`config.mk`:
```
export PLATFORM = sky130hd
export DESIGN_NAME = fcf_cell
export DESIGN_NICKNAME = d
export VERILOG_FILES = /design/src/rtl/core/fcf_pkg.sv /design/src/rtl/core/fcf_cell.sv
export SDC_FILE = /design/constraint.sdc
export NUM_CORES = 1
export LEC_CHECK = 0
export BUFFER_PORTS_ARGS = -buffer_cell sky130_fd_sc_hd__buf_4
export CORE_MARGIN = 5
export CORE_UTILIZATION = 38
export DETAILED_ROUTE_END_ITERATION = 16
export PLACE_DENSITY = 0.73
export SYNTH_ARGS = -nofsm -noshare
export SYNTH_HDL_FRONTEND = slang
export SYNTH_SLANG_ARGS = --single-unit
```
`constraint.sdc`:
```
create_clock -name clk_i -period 0.8 [get_ports clk_i]
set_input_delay 0 -clock clk_i [delete_from_list [all_inputs] [get_ports clk_i]]
set_output_delay 0 -clock clk_i [all_outputs]
set_load 0.02 [all_outputs]
```
`src/rtl/core/fcf_pkg.sv`:
```
package fcf_pkg;

  localparam int unsigned SAMP_W = 16;
  localparam int unsigned IDX_W  = 8;
  localparam int unsigned TC_W   = 9;
  localparam int unsigned OUT_W  = 40;
  localparam int unsigned PROD_W = 2 * SAMP_W;

  localparam logic [TC_W-1:0] TAP_COUNT_RESET = TC_W'(1);

  localparam logic [1:0] FUNC_LOAD  = 2'd0;
  localparam logic [1:0] FUNC_PUSH  = 2'd1;
  localparam logic [1:0] FUNC_CLEAR = 2'd2;

  typedef struct packed {
    logic [1:0]              func;
    logic [IDX_W-1:0]        coef_index;
    logic signed [SAMP_W-1:0] value;
  } fcf_req_t;

  typedef struct packed {
    logic signed [OUT_W-1:0] filtered;
  } fcf_res_t;

  typedef struct packed {
    logic [TC_W-1:0] tap_count;
  } fcf_cfg_t;

  // shared controls broadcast to every cell of the chain
  typedef struct packed {
    logic clear;
    logic shift;
    logic rotate;
  } fcf_cell_ctrl_t;

endpackage

```
`src/rtl/core/fcf_cell.sv`:
```
module fcf_cell (
  input  logic                                  clk_i,
  input  logic                                  rst_ni,
  input  fcf_pkg::fcf_cell_ctrl_t               ctrl_i,
  input  logic                                  load_i,
  input  logic signed [fcf_pkg::SAMP_W-1:0]     load_coef_i,
  input  logic signed [fcf_pkg::SAMP_W-1:0]     shift_samp_i,
  input  logic signed [fcf_pkg::SAMP_W-1:0]     rot_samp_i,
  input  logic signed [fcf_pkg::SAMP_W-1:0]     rot_coef_i,
  output logic signed [fcf_pkg::SAMP_W-1:0]     samp_o,
  output logic signed [fcf_pkg::SAMP_W-1:0]     coef_o
);

  logic signed [fcf_pkg::SAMP_W-1:0] samp_q;
  logic signed [fcf_pkg::SAMP_W-1:0] coef_q;

  // history entry: zero after reset and on clear
  always_ff @(posedge clk_i or negedge rst_ni) begin
    if (!rst_ni) begin
      samp_q <= '0;
    end else if (ctrl_i.clear) begin
      samp_q <= '0;
    end else if (ctrl_i.shift) begin
      samp_q <= shift_samp_i;
    end else if (ctrl_i.rotate) begin
      samp_q <= rot_samp_i;
    end
  end

  // coefficient: no reset, defined once loaded
  always_ff @(posedge clk_i) begin
    if (load_i) begin
      coef_q <= load_coef_i;
    end else if (ctrl_i.rotate) begin
      coef_q <= rot_coef_i;
    end
  end

  assign samp_o = samp_q;
  assign coef_o = coef_q;

endmodule

```
==> flow_metrics.env <==
export IMPL_dieArea_mm2=0.00550
export IMPL_first_pass_iters=4
export IMPL_failing_checks="negative setup slack"
export IMPL_postSynthAreaPerCell_um2=14.8
export IMPL_setup_reg_to_reg_worst_slack_ns=-0.02
export IMPL_biggest_fanout_along_the_worst_timing_path=2
export IMPL_totalWireLength_um=4290
export IMPL_h_tree_level_count=2
export IMPL_cts_sinks=32
export IMPL_synthesis_nets=176
export IMPL_post_synth_instance_area_mm2=0.00157
export IMPL_ir_worst_vdd_mv=0.927
export IMPL_min_period_ns=0.832
export IMPL_clock_insertion_delay_at_the_later_pin_of_the_skew_report_ns=0.27
export IMPL_antenna_cells=0
export IMPL_dp_final_hpwl_um=3420
export IMPL_grt_pass1_vias=1377
export IMPL_finish_cell_count_without_fillers=262
export IMPL_drt_vias_per_instance=4.83
export IMPL_ys_async_sr_fraction_pct=50.0
export IMPL_synth_enable_flop_cells=16
export IMPL_via_count=1265
export IMPL_final_layout_size_suffix_gt1_share_pct=75.0
export IMPL_cts_buffers=5
export IMPL_worst_setup_ep_type="output port"
export IMPL_effective_utilization_at_floorplan_pct=39.1
export IMPL_worst_slew_pin_slew_ns=0.303
export IMPL_ios=102
export IMPL_drt_first_iter_violations=31
export IMPL_hold_viol=0
export IMPL_cp_startpoint="samp_o[1]$_DFFE_PN0P_"
export IMPL_clock_edge_transition_at_the_registers_on_the_reported_setup_and_hold_paths_ns=0.07
export IMPL_cell_leakage_power_nw=1.21
export IMPL_slew_headroom_pct=79.7
export IMPL_max_clock_skew_ns=0
export IMPL_grt_pass1_wl_um=6610
export IMPL_die_w_um=74.2
export IMPL_syn_to_final_growth_pct=70.4
export IMPL_worst_path_largest_cell_delay_ns=0.42
export IMPL_synth_seq_area_share_pct=56.3
export IMPL_cts_root_buffer="sky130_fd_sc_hd__clkbuf_8"
export IMPL_netlist_area_leader_share_pct=30.7
export IMPL_core_area_mm2=0.00400
export IMPL_netlist_cell_types=14
export IMPL_cp_start_kind="flip-flop"
export IMPL_worst_endpoint_required_time_ns=0.80
export IMPL_hold_path_startpoint="rot_coef_i[6]"
export IMPL_top_cells_by_area_synth="sky130_fd_sc_hd__edfxtp_1 31%, sky130_fd_sc_hd__dfrtp_1 26%, sky130_fd_sc_hd__mux2_2 12%"
export IMPL_tritoncts="yes"
export IMPL_final_antenna_net_count=0
export IMPL_globalRouteTotalUtil_pct=16.2
export IMPL_drv_max_cap_violation_count=0
export IMPL_finalNetCount=281
export IMPL_overflow=0
export IMPL_worst_endpoint_arrival_ns=0.83
export IMPL_yosys_top_cells_count="16 x sky130_fd_sc_hd__dfrtp_1, 16 x sky130_fd_sc_hd__edfxtp_1, 16 x sky130_fd_sc_hd__mux2_2, 16 x sky130_fd_sc_hd__mux2i_1, 16 x sky130_fd_sc_hd__nor2b_1"
export IMPL_rsz0062_at_grt="true"
export IMPL_timing_setup_tns_ns=-0.373
export IMPL_grt_start_max_net_pins=18
export IMPL_fmax_ghz=1.20
export IMPL_drc=0
export IMPL_gp_congestion=0.813
export IMPL_placedInstanceArea_mm2=0.00243
export IMPL_path_delay_family="flip-flops"
export IMPL_netlist_top_cell_by_area="sky130_fd_sc_hd__edfxtp_1"
export IMPL_max_slew_violation_total_from_the_final_report=0
export IMPL_place_port_buffers=101
export IMPL_synth_ff_latch_count=32
export IMPL_layout_cell_area_non_filler_mm2=0.00267
export IMPL_synth_main_ff_cell="sky130_fd_sc_hd__edfxtp_1"
export IMPL_post_route_worst_setup_slack_ns=-0.0320
export IMPL_finalCritPeriodShare_pct=104
export IMPL_r2r_start="samp_o[6]$_DFFE_PN0P_"
export IMPL_hold_path_class="input pin to flip-flop"
export IMPL_status="finished, violations left"
export IMPL_cp_slowest_cell="sky130_fd_sc_hd__dfrtp_2"
export IMPL_setup_violations=27
export IMPL_placement_rows=23
export IMPL_synthCells=106
export IMPL_clk_path_buf_depth=2
export IMPL_yosys_warnings=0
export IMPL_dp_cells=253
export IMPL_critPathBufInv=1
export IMPL_grt_antenna_before_repair=0
export IMPL_power_density_mw_per_mm2=1630
export IMPL_worst_setup_path_type="flip-flop to output port"
export IMPL_drt_wirelength_per_cell_um=16.4
export IMPL_floorplan_die_height_um=74.2
export IMPL_cp_cell_sequence="buf_6"
==> cell type report <==
type | count | area, um^2
Clock buffer | 7 | 76.3
Clock inverter | 1 | 5.00
Fill cell | 303 | 1330
Inverter | 1 | 3.75
Multi-Input combinational cell | 65 | 676
Sequential cell | 32 | 901
Tap cell | 50 | 62.6
Timing Repair Buffer | 106 | 943
==> repair_timing <==
action                                 4_1_cts  5_1_grt
buffers inserted                             0        0
endpoints found under the hold margin       16        0
hold buffers                                 1        0
pin swaps                                    0        8
gates resized for setup                     31        6
setup endpoints to repair                   32       43
==> cells by family after synthesis <==
kind of cell / synth area share, %
compound gates: 10.9
simple gates: 6.80
buf+inv: 4.32
flops: 56.3
mux: 21.7
==> routing by layer <==
metal	track usage, %	wire length (um)	vias up
met1	17.3	1430	596
met3	5.14	407	9
met5	0	0	-
met2	29.9	2390	60
li1	-	-	600
met4	5.43	65	0
==> worst paths after layout <==
kind                            depth (start not counted)                endpoint
worst min-delay path                                    2     coef_o[6]$_DFFE_PP_
min in group asynchronous                               2   samp_o[2]$_DFFE_PN0P_
worst max-delay path                                    1               samp_o[1]
worst max register to register                          2   samp_o[6]$_DFFE_PN0P_
worst min register to register                          2  samp_o[14]$_DFFE_PN0P_
max in group asynchronous                               2   samp_o[5]$_DFFE_PN0P_
==> registers in the layout, indices dropped and copies added, names as in the netlist <==
register  flops
coef_o       16
samp_o       16
==> cells in the final DEF, fill, tap and decap left out, types with 3 or more instances in the layout <==
master                     count
sky130_fd_sc_hd__buf_4        71
sky130_fd_sc_hd__buf_6        32
sky130_fd_sc_hd__nor2b_1      16
sky130_fd_sc_hd__edfxtp_1     16
sky130_fd_sc_hd__dfrtp_2      16
sky130_fd_sc_hd__mux2i_1      14
sky130_fd_sc_hd__a211oi_2     13
sky130_fd_sc_hd__mux2_4        9
sky130_fd_sc_hd__mux2_2        7
sky130_fd_sc_hd__clkbuf_8      5
sky130_fd_sc_hd__a211oi_1      3
==> report_power, final <==
group / leakage (nW) / internal, mW / switching (mW)
Combinational: 0.824 / 0.696 / 0.497
Clock: 0.0422 / 0.609 / 0.545
Sequential: 0.347 / 1.91 / 0.0893
Total: 1.21 / 3.22 / 1.13
==> per-stage QoR <==
step / total power [mW] / utilization (%) / setup slack, ns / hold slack, ns
6_report: 4.35 / 66.7 / -0.0320 / 0.0185
3_5_place_dp: 3.10 / 60.8 / -0.0972 / -0.130
2_1_floorplan: 2.54 / - / -0.0425 / -0.296
5_1_grt: 4.55 / 66.7 / -0.0590 / 0.00764
4_1_cts: 4.38 / 66.0 / -0.0440 / 0.0110
3_3_place_gp: 3.07 / 60.8 / -0.0720 / -0.128
Note: power is estimated with default switching activity, not from simulation.
