File: src/rtl/core/fcf_pkg.sv
package fcf_pkg;

  localparam int unsigned SAMP_W = 16;
  localparam int unsigned IDX_W  = 8;
  localparam int unsigned TC_W   = 9;
  localparam int unsigned OUT_W  = 40;
  localparam int unsigned PROD_W = 2 * SAMP_W;

  localparam logic [TC_W-1:0] TAP_COUNT_RESET = TC_W'(1);

  localparam logic [1:0] FUNC_LOAD  = 2'd0;
  localparam logic [1:0] FUNC_PUSH  = 2'd1;
  localparam logic [1:0] FUNC_CLEAR = 2'd2;

  typedef struct packed {
    logic [1:0]              func;
    logic [IDX_W-1:0]        coef_index;
    logic signed [SAMP_W-1:0] value;
  } fcf_req_t;

  typedef struct packed {
    logic signed [OUT_W-1:0] filtered;
  } fcf_res_t;

  typedef struct packed {
    logic [TC_W-1:0] tap_count;
  } fcf_cfg_t;

  // shared controls broadcast to every cell of the chain
  typedef struct packed {
    logic clear;
    logic shift;
    logic rotate;
  } fcf_cell_ctrl_t;

endpackage

File: src/rtl/core/fcf_mac.sv
module fcf_mac #(
  parameter int unsigned ACC_W = 40
) (
  input  logic                                  clk_i,
  input  logic                                  rst_ni,
  input  logic                                  clr_i,
  input  logic                                  en_i,
  input  logic signed [fcf_pkg::SAMP_W-1:0]     coef_i,
  input  logic signed [fcf_pkg::SAMP_W-1:0]     samp_i,
  output logic signed [fcf_pkg::OUT_W-1:0]      sum_o
);

  logic signed [fcf_pkg::PROD_W-1:0] prod_q;
  logic                              prod_en_q;
  logic signed [ACC_W-1:0]           acc_q;

  // product register; the accumulator adds it in the following cycle
  always_ff @(posedge clk_i) begin
    prod_q <= coef_i * samp_i;
  end

  always_ff @(posedge clk_i or negedge rst_ni) begin
    if (!rst_ni) begin
      prod_en_q <= 1'b0;
      acc_q     <= '0;
    end else begin
      prod_en_q <= en_i;
      if (clr_i) begin
        acc_q <= '0;
      end else if (prod_en_q) begin
        acc_q <= acc_q + ACC_W'(prod_q);
      end
    end
  end

  if (ACC_W > fcf_pkg::OUT_W) begin : g_sat
    localparam logic signed [ACC_W-1:0] SatMax =
      {{(ACC_W-fcf_pkg::OUT_W+1){1'b0}}, {(fcf_pkg::OUT_W-1){1'b1}}};
    localparam logic signed [ACC_W-1:0] SatMin =
      {{(ACC_W-fcf_pkg::OUT_W+1){1'b1}}, {(fcf_pkg::OUT_W-1){1'b0}}};
    always_comb begin
      if (acc_q > SatMax) begin
        sum_o = SatMax[fcf_pkg::OUT_W-1:0];
      end else if (acc_q < SatMin) begin
        sum_o = SatMin[fcf_pkg::OUT_W-1:0];
      end else begin
        sum_o = acc_q[fcf_pkg::OUT_W-1:0];
      end
    end
  end else begin : g_ext
    assign sum_o = fcf_pkg::OUT_W'(acc_q);
  end

endmodule

File: config.mk
export PLATFORM = sky130hd
export DESIGN_NAME = fcf_mac
export DESIGN_NICKNAME = d
export VERILOG_FILES = /design/src/rtl/core/fcf_pkg.sv /design/src/rtl/core/fcf_mac.sv
export SDC_FILE = /design/constraint.sdc
export NUM_CORES = 1
export LEC_CHECK = 0
export ABC_CLOCK_PERIOD_IN_PS = 3550
export BUFFER_PORTS_ARGS = -buffer_cell sky130_fd_sc_hd__buf_2
export CAP_MARGIN = 20
export CELL_PAD_IN_SITES_DETAIL_PLACEMENT = 0
export CELL_PAD_IN_SITES_GLOBAL_PLACEMENT = 1
export CORE_MARGIN = 2
export CORE_UTILIZATION = 40
export CTS_CLUSTER_DIAMETER = 60
export DETAILED_ROUTE_END_ITERATION = 16
export GPL_TIMING_DRIVEN = 1
export HOLD_SLACK_MARGIN = 0.08
export PLACE_DENSITY_LB_ADDON = 0.1
export SYNTH_ARGS = -nofsm -noshare
export SYNTH_HDL_FRONTEND = slang
export SYNTH_SLANG_ARGS = --single-unit
File: constraint.sdc
create_clock -name clk_i -period 3.55 [get_ports clk_i]
set_input_delay 0.355 -clock clk_i [delete_from_list [all_inputs] [get_ports clk_i]]
set_output_delay 0.355 -clock clk_i [all_outputs]
set_load 0.01 [all_outputs]
==> results.cfg, run 1 <==
[global_routing]
grt_use_met3_pct = 1.27
grt_pass1_vias = 11300
globalRouteTotalUtil_pct = 19.8
top_usage_layer = met2
met2_usage_pct = 32.3
use_met1_pct = 29.0
antenna_found_initial = 0
overflow = 0
grt_max_degree = 42
grt_pass1_wl_mm = 58.3

[route]
avgRoutedWirePerCell_um = 15.4
drc = 0
vias = 10800
vias_per_cell = 4.81
drt_wl_total_mm = 34.4
drt_first_pass_iters = 5
postRouteAntennaNets = 0
drt_first_iter_violations = 460

[synthesis]
yosys_warnings = 0
yosys.area.top_type = fa_1
syn_area_per_cell_um2 = 9.18
synth_fp_nets = 1948
synthArstFlopShare_pct = 56.2
synth_cell_type_count = 62
synth_seq_area_share_pct = 11.9
synth-seq-cells = 73
synth_top_family_by_area = adder cells
synth-xor-area-share_pct = 3.37
synthSimpleGateAreaFrac_pct = 15.1
synthTopCellsByArea = fa_1 38%, ha_1 11%, inv_1 7.9%, dfrtp_1 7.3%, and2_1 5.7%
synth_compound_area_share_pct = 10.6
synth_edf_count = 0
synth_top_area_share_pct = 37.5
synthMuxAreaShare_pct = 1.44
syn-cell-area_mm2 = 0.0140
synthAdderAreaFrac_pct = 48.3
synthFlopType = dfrtp_1
syn_inst = 1528

[sta]
maxSlewHeadroom_pct = 35.4
clock.fmax_mhz = 176
setup_violations = 26
worst_slew_pin_slew_ns = 0.969
final-max-slew-violation-count = 0
finalCritPeriodShare_pct = 160
hold_viol = 0
period_needed_ns = 5.67
fin_skew_ns = 0.00957
timing.final.ws_setup_ns = -2.12
rsz0062_at_grt = true
timing.hold.ws_ns = 0.134

[layout]
fin_nets = 2197
fin_area_mm2 = 0.0176
layout.cells.most_common = inv_1
syn_to_final_growth_pct = 25.3
antenna_cells = 0
layout_common_cells = 274 x inv_1, 252 x fa_1, 177 x buf_4, 143 x nand2_1
drive_above_1_share_pct = 24.4
post-route-util_pct = 50.9

[place]
routabilityCongestion = 0.868
port_buffers = 75
pre_cts_slack_ns = -2.77
place_area_mm2 = 0.0165
dp_hpwl_mm = 30.1

[job]
cap_violations = 0

[floorplanning]
io_pins = 76
die_h_um = 191
die_w_um = 191
num_rows = 68
start_util_pct = 40.6
core-area_mm2 = 0.0345
die-area_mm2 = 0.0366

[clock_network]
cts_sinks = 73
ctsHoldBuffers = 0
cts_tree = built
cts_buffers = 9
cts_max_level = 3
insertion_delay_ns = 0.33
cts.path.max_buffers = 2
clk_pin_slew_ns = 0.06
ctsRootBufferMaster = clkbuf_16

[hold_path]
hold_class = input port to flip-flop

[setup_path]
path_common_cell = fa_1
cp.required_ns = 3.79
critPathMaxStageDelay_ns = 0.54
critical_path.endpoint_type = flip-flop
worst-path-max-fanout = 6
crit_type = input port to flip-flop
worst_ep_arrival_time_ns = 5.91
worst_setup_path_start_kind = input port
cp_slowest_cell = fa_1

[run_status]
status = complete, but fails checks
failed_checks = setup timing
==> critical path, delay by kind of cell <==
family                     cells  cell delay [ns]
AOI/OAI and AO/OA              9             1.49
adders and majority gates      7             3.21
buffers and inverters          8             0.71
and+or+nand+nor                1             0.15
==> final cells by class <==
class	instances	area, um2
timing repair buffer	285	2280
inverter	297	1110
clock inverter	7	77.6
sequential	73	1670
multi-input combinational	1111	11600
clock buffer	9	225
fill	3303	17000
tap	455	569
==> cell usage after synthesis, types with 8 or more instances <==
cell and instances:
nand3_1 11, nor2b_1 8, mux2i_1 19, a21oi_1 56
o21ai_0 34, xnor2_1 41, o21bai_1 9, and2_1 128
and3_1 11, dfrtp_1 41, a31oi_1 10, nand2_1 154
xor2_1 13, nor2_1 88, nor3_1 11, o21a_1 11
ha_1 121, clkbuf_1 45, fa_1 263, inv_1 296
a21o_1 34, dfxtp_1 32
==> worst paths after layout <==
| kind | from | end | slack, ns | depth (start not counted) |
|---|---|---|---|---|
| setup / recovery | coef_i[8] | prod_q[23]$_DFF_P_ | -2.12 | 25 |
| hold / removal | en_i | prod_en_q$_DFF_PN0_ | 0.13 | 1 |
| setup reg to reg | sum_o[2]$_DFFE_PN0P_ | sum_o[39]$_DFFE_PN0P_ | 0.23 | 10 |
| hold reg to reg | sum_o[31]$_DFFE_PN0P_ | sum_o[31]$_DFFE_PN0P_ | 0.55 | 2 |
| max in group asynchronous | rst_ni | prod_en_q$_DFF_PN0_ | 2.70 | 1 |
| min in group asynchronous | rst_ni | sum_o[31]$_DFFE_PN0P_ | 0.17 | 1 |
==> cells by family after synthesis <==
logic type / count (synthesis)
flip-flops: 73
XOR/XNOR: 54
buffers and inverters: 344
AND/OR/NAND/NOR: 438
adder cells (fa/ha/maj): 384
AO/OA/AOI/OAI: 215
multiplexers: 20
==> registers in the layout, indices dropped and copies added, names as in the netlist <==
name	flops
prod_en_q	1
prod_q	32
sum_o	40
==> per-stage QoR <==
stage | std cells | TNS, ns
final | 2237 | -37.53
after global routing | 2237 | -42.16
after CTS | 2234 | -38.76
after detailed placement | 2194 | -49.83
after global placement | 2194 | -48.86
after floorplan | 1528 | -34.23
==> routing by layer <==
metal / routed length [um] / vias up
met2: 15900 / 165
met4: 541 / 0
met1: 17100 / 5257
met3: 798 / 29
met5: 0 / -
li1: - / 5307
==> timing repair <==
item	in CTS	in global routing
pin swaps	47	48
endpoints found under the hold margin	0	0
setup buffers	31	8
endpoints found under the setup margin	26	29
resized for setup	110	73
Power of run 1 is not shown: default switching activity piles up to over one toggle a cycle in this logic, so the estimate is an artifact.
==> run 2: changes to the inputs <==
Settings changed: ABC_AREA set to 1, SKIP_CTS_REPAIR_TIMING set to 1.
==> results.cfg, run 2 <==
[synthesis]
synth_edf_count = 0
yosys.area.top_type = fa_1
synth-seq-cells = 73
synth_cell_type_count = 42
yosys_warnings = 0
synth_commonest_cells = 702 x nand2_1, 586 x inv_1, 263 x fa_1, 121 x ha_1, 114 x nor2_1
synth_most_common_cell = nand2_1
synth_seq_area_share_pct = 10.5
synthTopCellsByArea = fa_1 33%, nand2_1 17%, inv_1 14%, ha_1 9.5%, dfrtp_1 6.5%
synthFlopType = dfrtp_1
synthArstFlopShare_pct = 56.2
syn_area_per_cell_um2 = 7.09
synth_fp_nets = 2657
syn-cell-area_mm2 = 0.0159
syn_inst = 2237
synth_top_area_share_pct = 33.2

[hold_path]
hold_class = input port to flip-flop

[place]
port_buffers = 75
routabilityCongestion = 0.921
dp_hpwl_mm = 41.2
place_area_mm2 = 0.0186

[sta]
worst_slew_pin_slew_ns = 0.737
final-max-slew-violation-count = 0
timing.final.ws_setup_ns = -1.35
clock.fmax_mhz = 204
hold_viol = 0
setup_violations = 25
final.setup.tns_ns = -26.92
period_needed_ns = 4.90
finalCritPeriodShare_pct = 138
rsz0062_at_grt = true
fin_skew_ns = 0.0137
maxSlewHeadroom_pct = 50.8

[layout]
layout.cells.most_common = nand2_1
fin_area_mm2 = 0.0203
fin_nets = 2874
layout_common_cells = 651 x nand2_1, 535 x inv_1, 238 x fa_1, 160 x buf_4, 92 x ha_1
drive_above_1_share_pct = 23.3
largest_reg_flops = 40
syn_to_final_growth_pct = 28.1
antenna_cells = 0

[setup_path]
cp.required_ns = 3.82
worst_setup_path_start_kind = input port
worst-path-max-fanout = 8
worst_ep_arrival_time_ns = 5.16
crit_type = input port to flip-flop
critical_path.endpoint_type = flip-flop

[route]
drc = 0
vias_per_cell = 4.68
drt_first_pass_iters = 5
avgRoutedWirePerCell_um = 16.0
vias = 13900
drt_first_iter_violations = 697
drt_wl_total_mm = 47.5
postRouteAntennaNets = 0

[run_status]
status = complete, but fails checks
failed_checks = setup timing

[clock_network]
cts_tree = built
ctsRootBufferMaster = clkbuf_16
cts.path.max_buffers = 2
insertion_delay_ns = 0.36
clk_pin_slew_ns = 0.06
cts_buffers = 9
cts_max_level = 3
cts_sinks = 73

[floorplanning]
start_util_pct = 40.8
io_pins = 76
die-area_mm2 = 0.0413
num_rows = 72
die_h_um = 203
die_w_um = 203
core-area_mm2 = 0.0389

[job]
cap_violations = 0

[global_routing]
grt_pass1_wl_mm = 77.4
grt_pass1_vias = 14800
globalRouteTotalUtil_pct = 23.9
antenna_found_initial = 0
grt_max_degree = 42
overflow = 0
run 2: logic make-up after synthesis:
| kind of cell | synth area share (%) |
|---|---|
| flip-flops | 10.5 |
| AO/OA/AOI/OAI | 4.78 |
| XOR/XNOR | 1.60 |
| AND/OR/NAND/NOR | 24.9 |
| buffers and inverters | 15.5 |
| adder cells (fa/ha/maj) | 42.7 |
run 2: critical path, cell delays in order:
cell and delay [ns]:
buf_12 0.13, nand2_4 0.07, inv_2 0.04, fa_2 0.61, buf_6 0.14, fa_1 0.45, fa_2 0.59, fa_1 0.42
fa_1 0.49, inv_1 0.05, fa_1 0.49, inv_2 0.04, ha_4 0.31, nand2_4 0.08, nor2_4 0.08, inv_2 0.07
nor3_4 0.21, nand3_2 0.11, o211ai_2 0.23, xor2_1 0.20
run 2: path summary, 6_finish.rpt:
kind	slack [ns]	endpoint	depth (start not counted)	startpoint
max in group asynchronous	2.66	prod_en_q$_DFF_PN0_	3	rst_ni
hold / removal	0.11	prod_en_q$_DFF_PN0_	1	en_i
hold reg to reg	0.51	sum_o[38]$_DFFE_PN0P_	2	sum_o[38]$_DFFE_PN0P_
min in group asynchronous	0.40	sum_o[2]$_DFFE_PN0P_	2	rst_ni
setup reg to reg	0.95	sum_o[26]$_DFFE_PN0P_	12	sum_o[0]$_DFFE_PN0P_
setup / recovery	-1.35	prod_q[24]$_DFF_P_	20	samp_i[2]
run 2: final cells by class:
cell class / count / area [um2]
multi-input cells: 1511 / 13100
flip-flops and latches: 73 / 1670
clock inverters: 6 / 90.1
clock buffers: 10 / 239
well taps: 518 / 648
inverters: 587 / 2210
fillers: 3950 / 18600
repair buffers: 272 / 2390
run 2: through the flow:
step / hold slack, ns / util (%) / setup slack [ns] / cells
2_1_floorplan: 0.0594 / - / -1.48 / 2237
3_3_place_gp: 0.465 / 47.9 / -2.05 / 2941
3_5_place_dp: 0.468 / 47.9 / -2.04 / 2941
4_1_cts: 0.0986 / 48.7 / -1.68 / 2957
5_1_grt: 0.103 / 52.2 / -1.48 / 2977
6_report: 0.113 / 52.2 / -1.35 / 2977
run 2: metal layers:
layer	wire length, um	share of wire (%)	up-vias	global-route usage (%)
met5	0	0	-	0
met4	1610	3.4	0	8.24
met3	1330	2.8	81	1.77
met2	24000	51	243	43.1
met1	20500	43	6638	30.1
li1	-	-	6956	-
Power of run 2 is left out for the same reason.
==> run 3: changes to the inputs <==
Settings changed: ABC_CLOCK_PERIOD_IN_PS 3550 to 6000.
Clock period 3.55 ns to 6 ns, I/O delays scaled along.
==> results.cfg, run 3 (synthesis gave the netlist of run 2 again) <==
[sta]
setup_violations = 0
hold_viol = 0
fin_skew_ns = 0.00944
timing.hold.ws_ns = 0.339
clock.fmax_mhz = 172
rsz0062_at_grt = false
maxSlewHeadroom_pct = 49.9
period_needed_ns = 5.83
final-max-slew-violation-count = 0
finalCritPeriodShare_pct = 97.1
worst_slew_pin_slew_ns = 0.751

[global_routing]
overflow = 0
grt_pass1_vias = 14300
antenna_found_initial = 1
grt_pass1_wl_mm = 75.9
globalRouteTotalUtil_pct = 23.7
grt_max_degree = 42

[hold_path]
hold_class = input port to async pin

[setup_path]
critPathMaxStageDelay_ns = 0.53
critical_path.endpoint_type = flip-flop
cp.required_ns = 6.25
reg2reg_depth = 10
cp_slowest_cell = fa_1
reg2reg_to = sum_o[30]$_DFFE_PN0P_
path_cells = buf_2, nand2_1, inv_1, fa_1, buf_4, fa_1, fa_1, fa_1, fa_1, inv_1, fa_1, inv_1, ha_1, a21oi_1, o21ai_0, a21oi_1, nor3_1, nor2_1, nand2_1, nand2_1, nand2_1
worst-path-max-fanout = 13
cp.buffers_inverters = 5
r2r_slack_ns = 3.49
path_common_cell = fa_1
cp_top_family = adder cells
worst_setup_path_start_kind = input port
r2r-start = sum_o[0]$_DFFE_PN0P_
worst_ep_arrival_time_ns = 6.07
crit_type = input port to flip-flop

[place]
dpl.cell_count = 2806
routabilityCongestion = 0.934
dp_hpwl_mm = 40.1
port_buffers = 75

[layout]
largest_reg_flops = 40
drive_above_1_share_pct = 7.64
syn_to_final_growth_pct = 8.68
layout.cells.most_common = nand2_1
layout_common_cells = 702 x nand2_1, 586 x inv_1, 263 x fa_1, 121 x ha_1, 113 x nor2_1
fin_nets = 2719
stdcell_count = 2823

[route]
drt_first_pass_iters = 5
vias = 13300
avgRoutedWirePerCell_um = 16.4
vias_per_cell = 4.71
drc = 0
drt_wl_total_mm = 46.4
drt_first_iter_violations = 680
postRouteAntennaNets = 0

[floorplanning]
die_h_um = 203
die-area_mm2 = 0.0413
die_w_um = 203
core-area_mm2 = 0.0389
start_util_pct = 40.8
num_rows = 72
io_pins = 76

[clock_network]
cts_sinks = 73
clk_pin_slew_ns = 0.06
insertion_delay_ns = 0.36
ctsRootBufferMaster = clkbuf_16
cts_tree = built
cts_buffers = 9
cts_max_level = 3
cts.path.max_buffers = 2

[run_status]
status = completed

[job]
cap_violations = 0
[run 3: cell count changes in the layout (fill, tap and decap cells not counted), sizes merged]
| cell | change |
|---|---|
| clkinvlp | -1 |
| buf | -148 |
| clkbuf | -2 |
| dlygate4sd3 | -1 |
| diode | +1 |
| clkinv | -1 |
| bufinv | -2 |
[run 3: routing by layer]
layer / GRT usage, % / up-vias / wire length (um)
li1: - / 6641 / -
met1: 29.9 / 6373 / 20600
met2: 43.4 / 212 / 23200
met3: 1.28 / 68 / 1140
met4: 8.24 / 0 / 1460
met5: 0 / - / 0
[run 3: area by class of cell]
cell class | instances | area [um2]
Antenna cell | 1 | 2.50
Clock buffer | 14 | 274
Clock inverter | 2 | 11.3
Fill cell | 4174 | 21700
Inverter | 587 | 2200
Multi-Input combinational cell | 1511 | 11700
Sequential cell | 73 | 1670
Tap cell | 518 | 648
Timing Repair Buffer | 117 | 691
[run 3: worst reg2reg max path: cells and delay by family, from the launching register on]
kind                     cells  cell delay (ns)
AO/OA/AOI/OAI                2             0.47
AND/OR/NAND/NOR              6             0.73
adder cells (fa/ha/maj)      2             0.81
flip-flops                   1             0.40
[run 3: through the flow]
stage | util, % | TNS, ns | cell area, um2 | setup WS [ns]
5_1_grt | 44.3 | 0 | 17200 | 0.0234
3_5_place_dp | 43.6 | -0.284 | 17000 | -0.136
6_report | 44.3 | 0 | 17200 | 0.173
2_1_floorplan | - | 0 | 15900 | 0.291
3_3_place_gp | 43.6 | -0.164 | 17000 | -0.0773
4_1_cts | 44.3 | 0 | 17200 | 0.241
[run 3: how the worst max path moves through the flow]
stage          startpoint                  to  slack [ns]  cells after the start
2_1_floorplan   samp_i[5]  prod_q[31]$_DFF_P_        0.29                     22
3_3_place_gp   coef_i[15]  prod_q[26]$_DFF_P_       -0.08                     21
3_5_place_dp   coef_i[15]  prod_q[30]$_DFF_P_       -0.14                     21
4_1_cts        coef_i[15]  prod_q[30]$_DFF_P_        0.24                     21
5_1_grt        samp_i[15]  prod_q[29]$_DFF_P_        0.02                     21
6_report       coef_i[15]  prod_q[30]$_DFF_P_        0.17                     21
Power of run 3 is left out for the same reason.
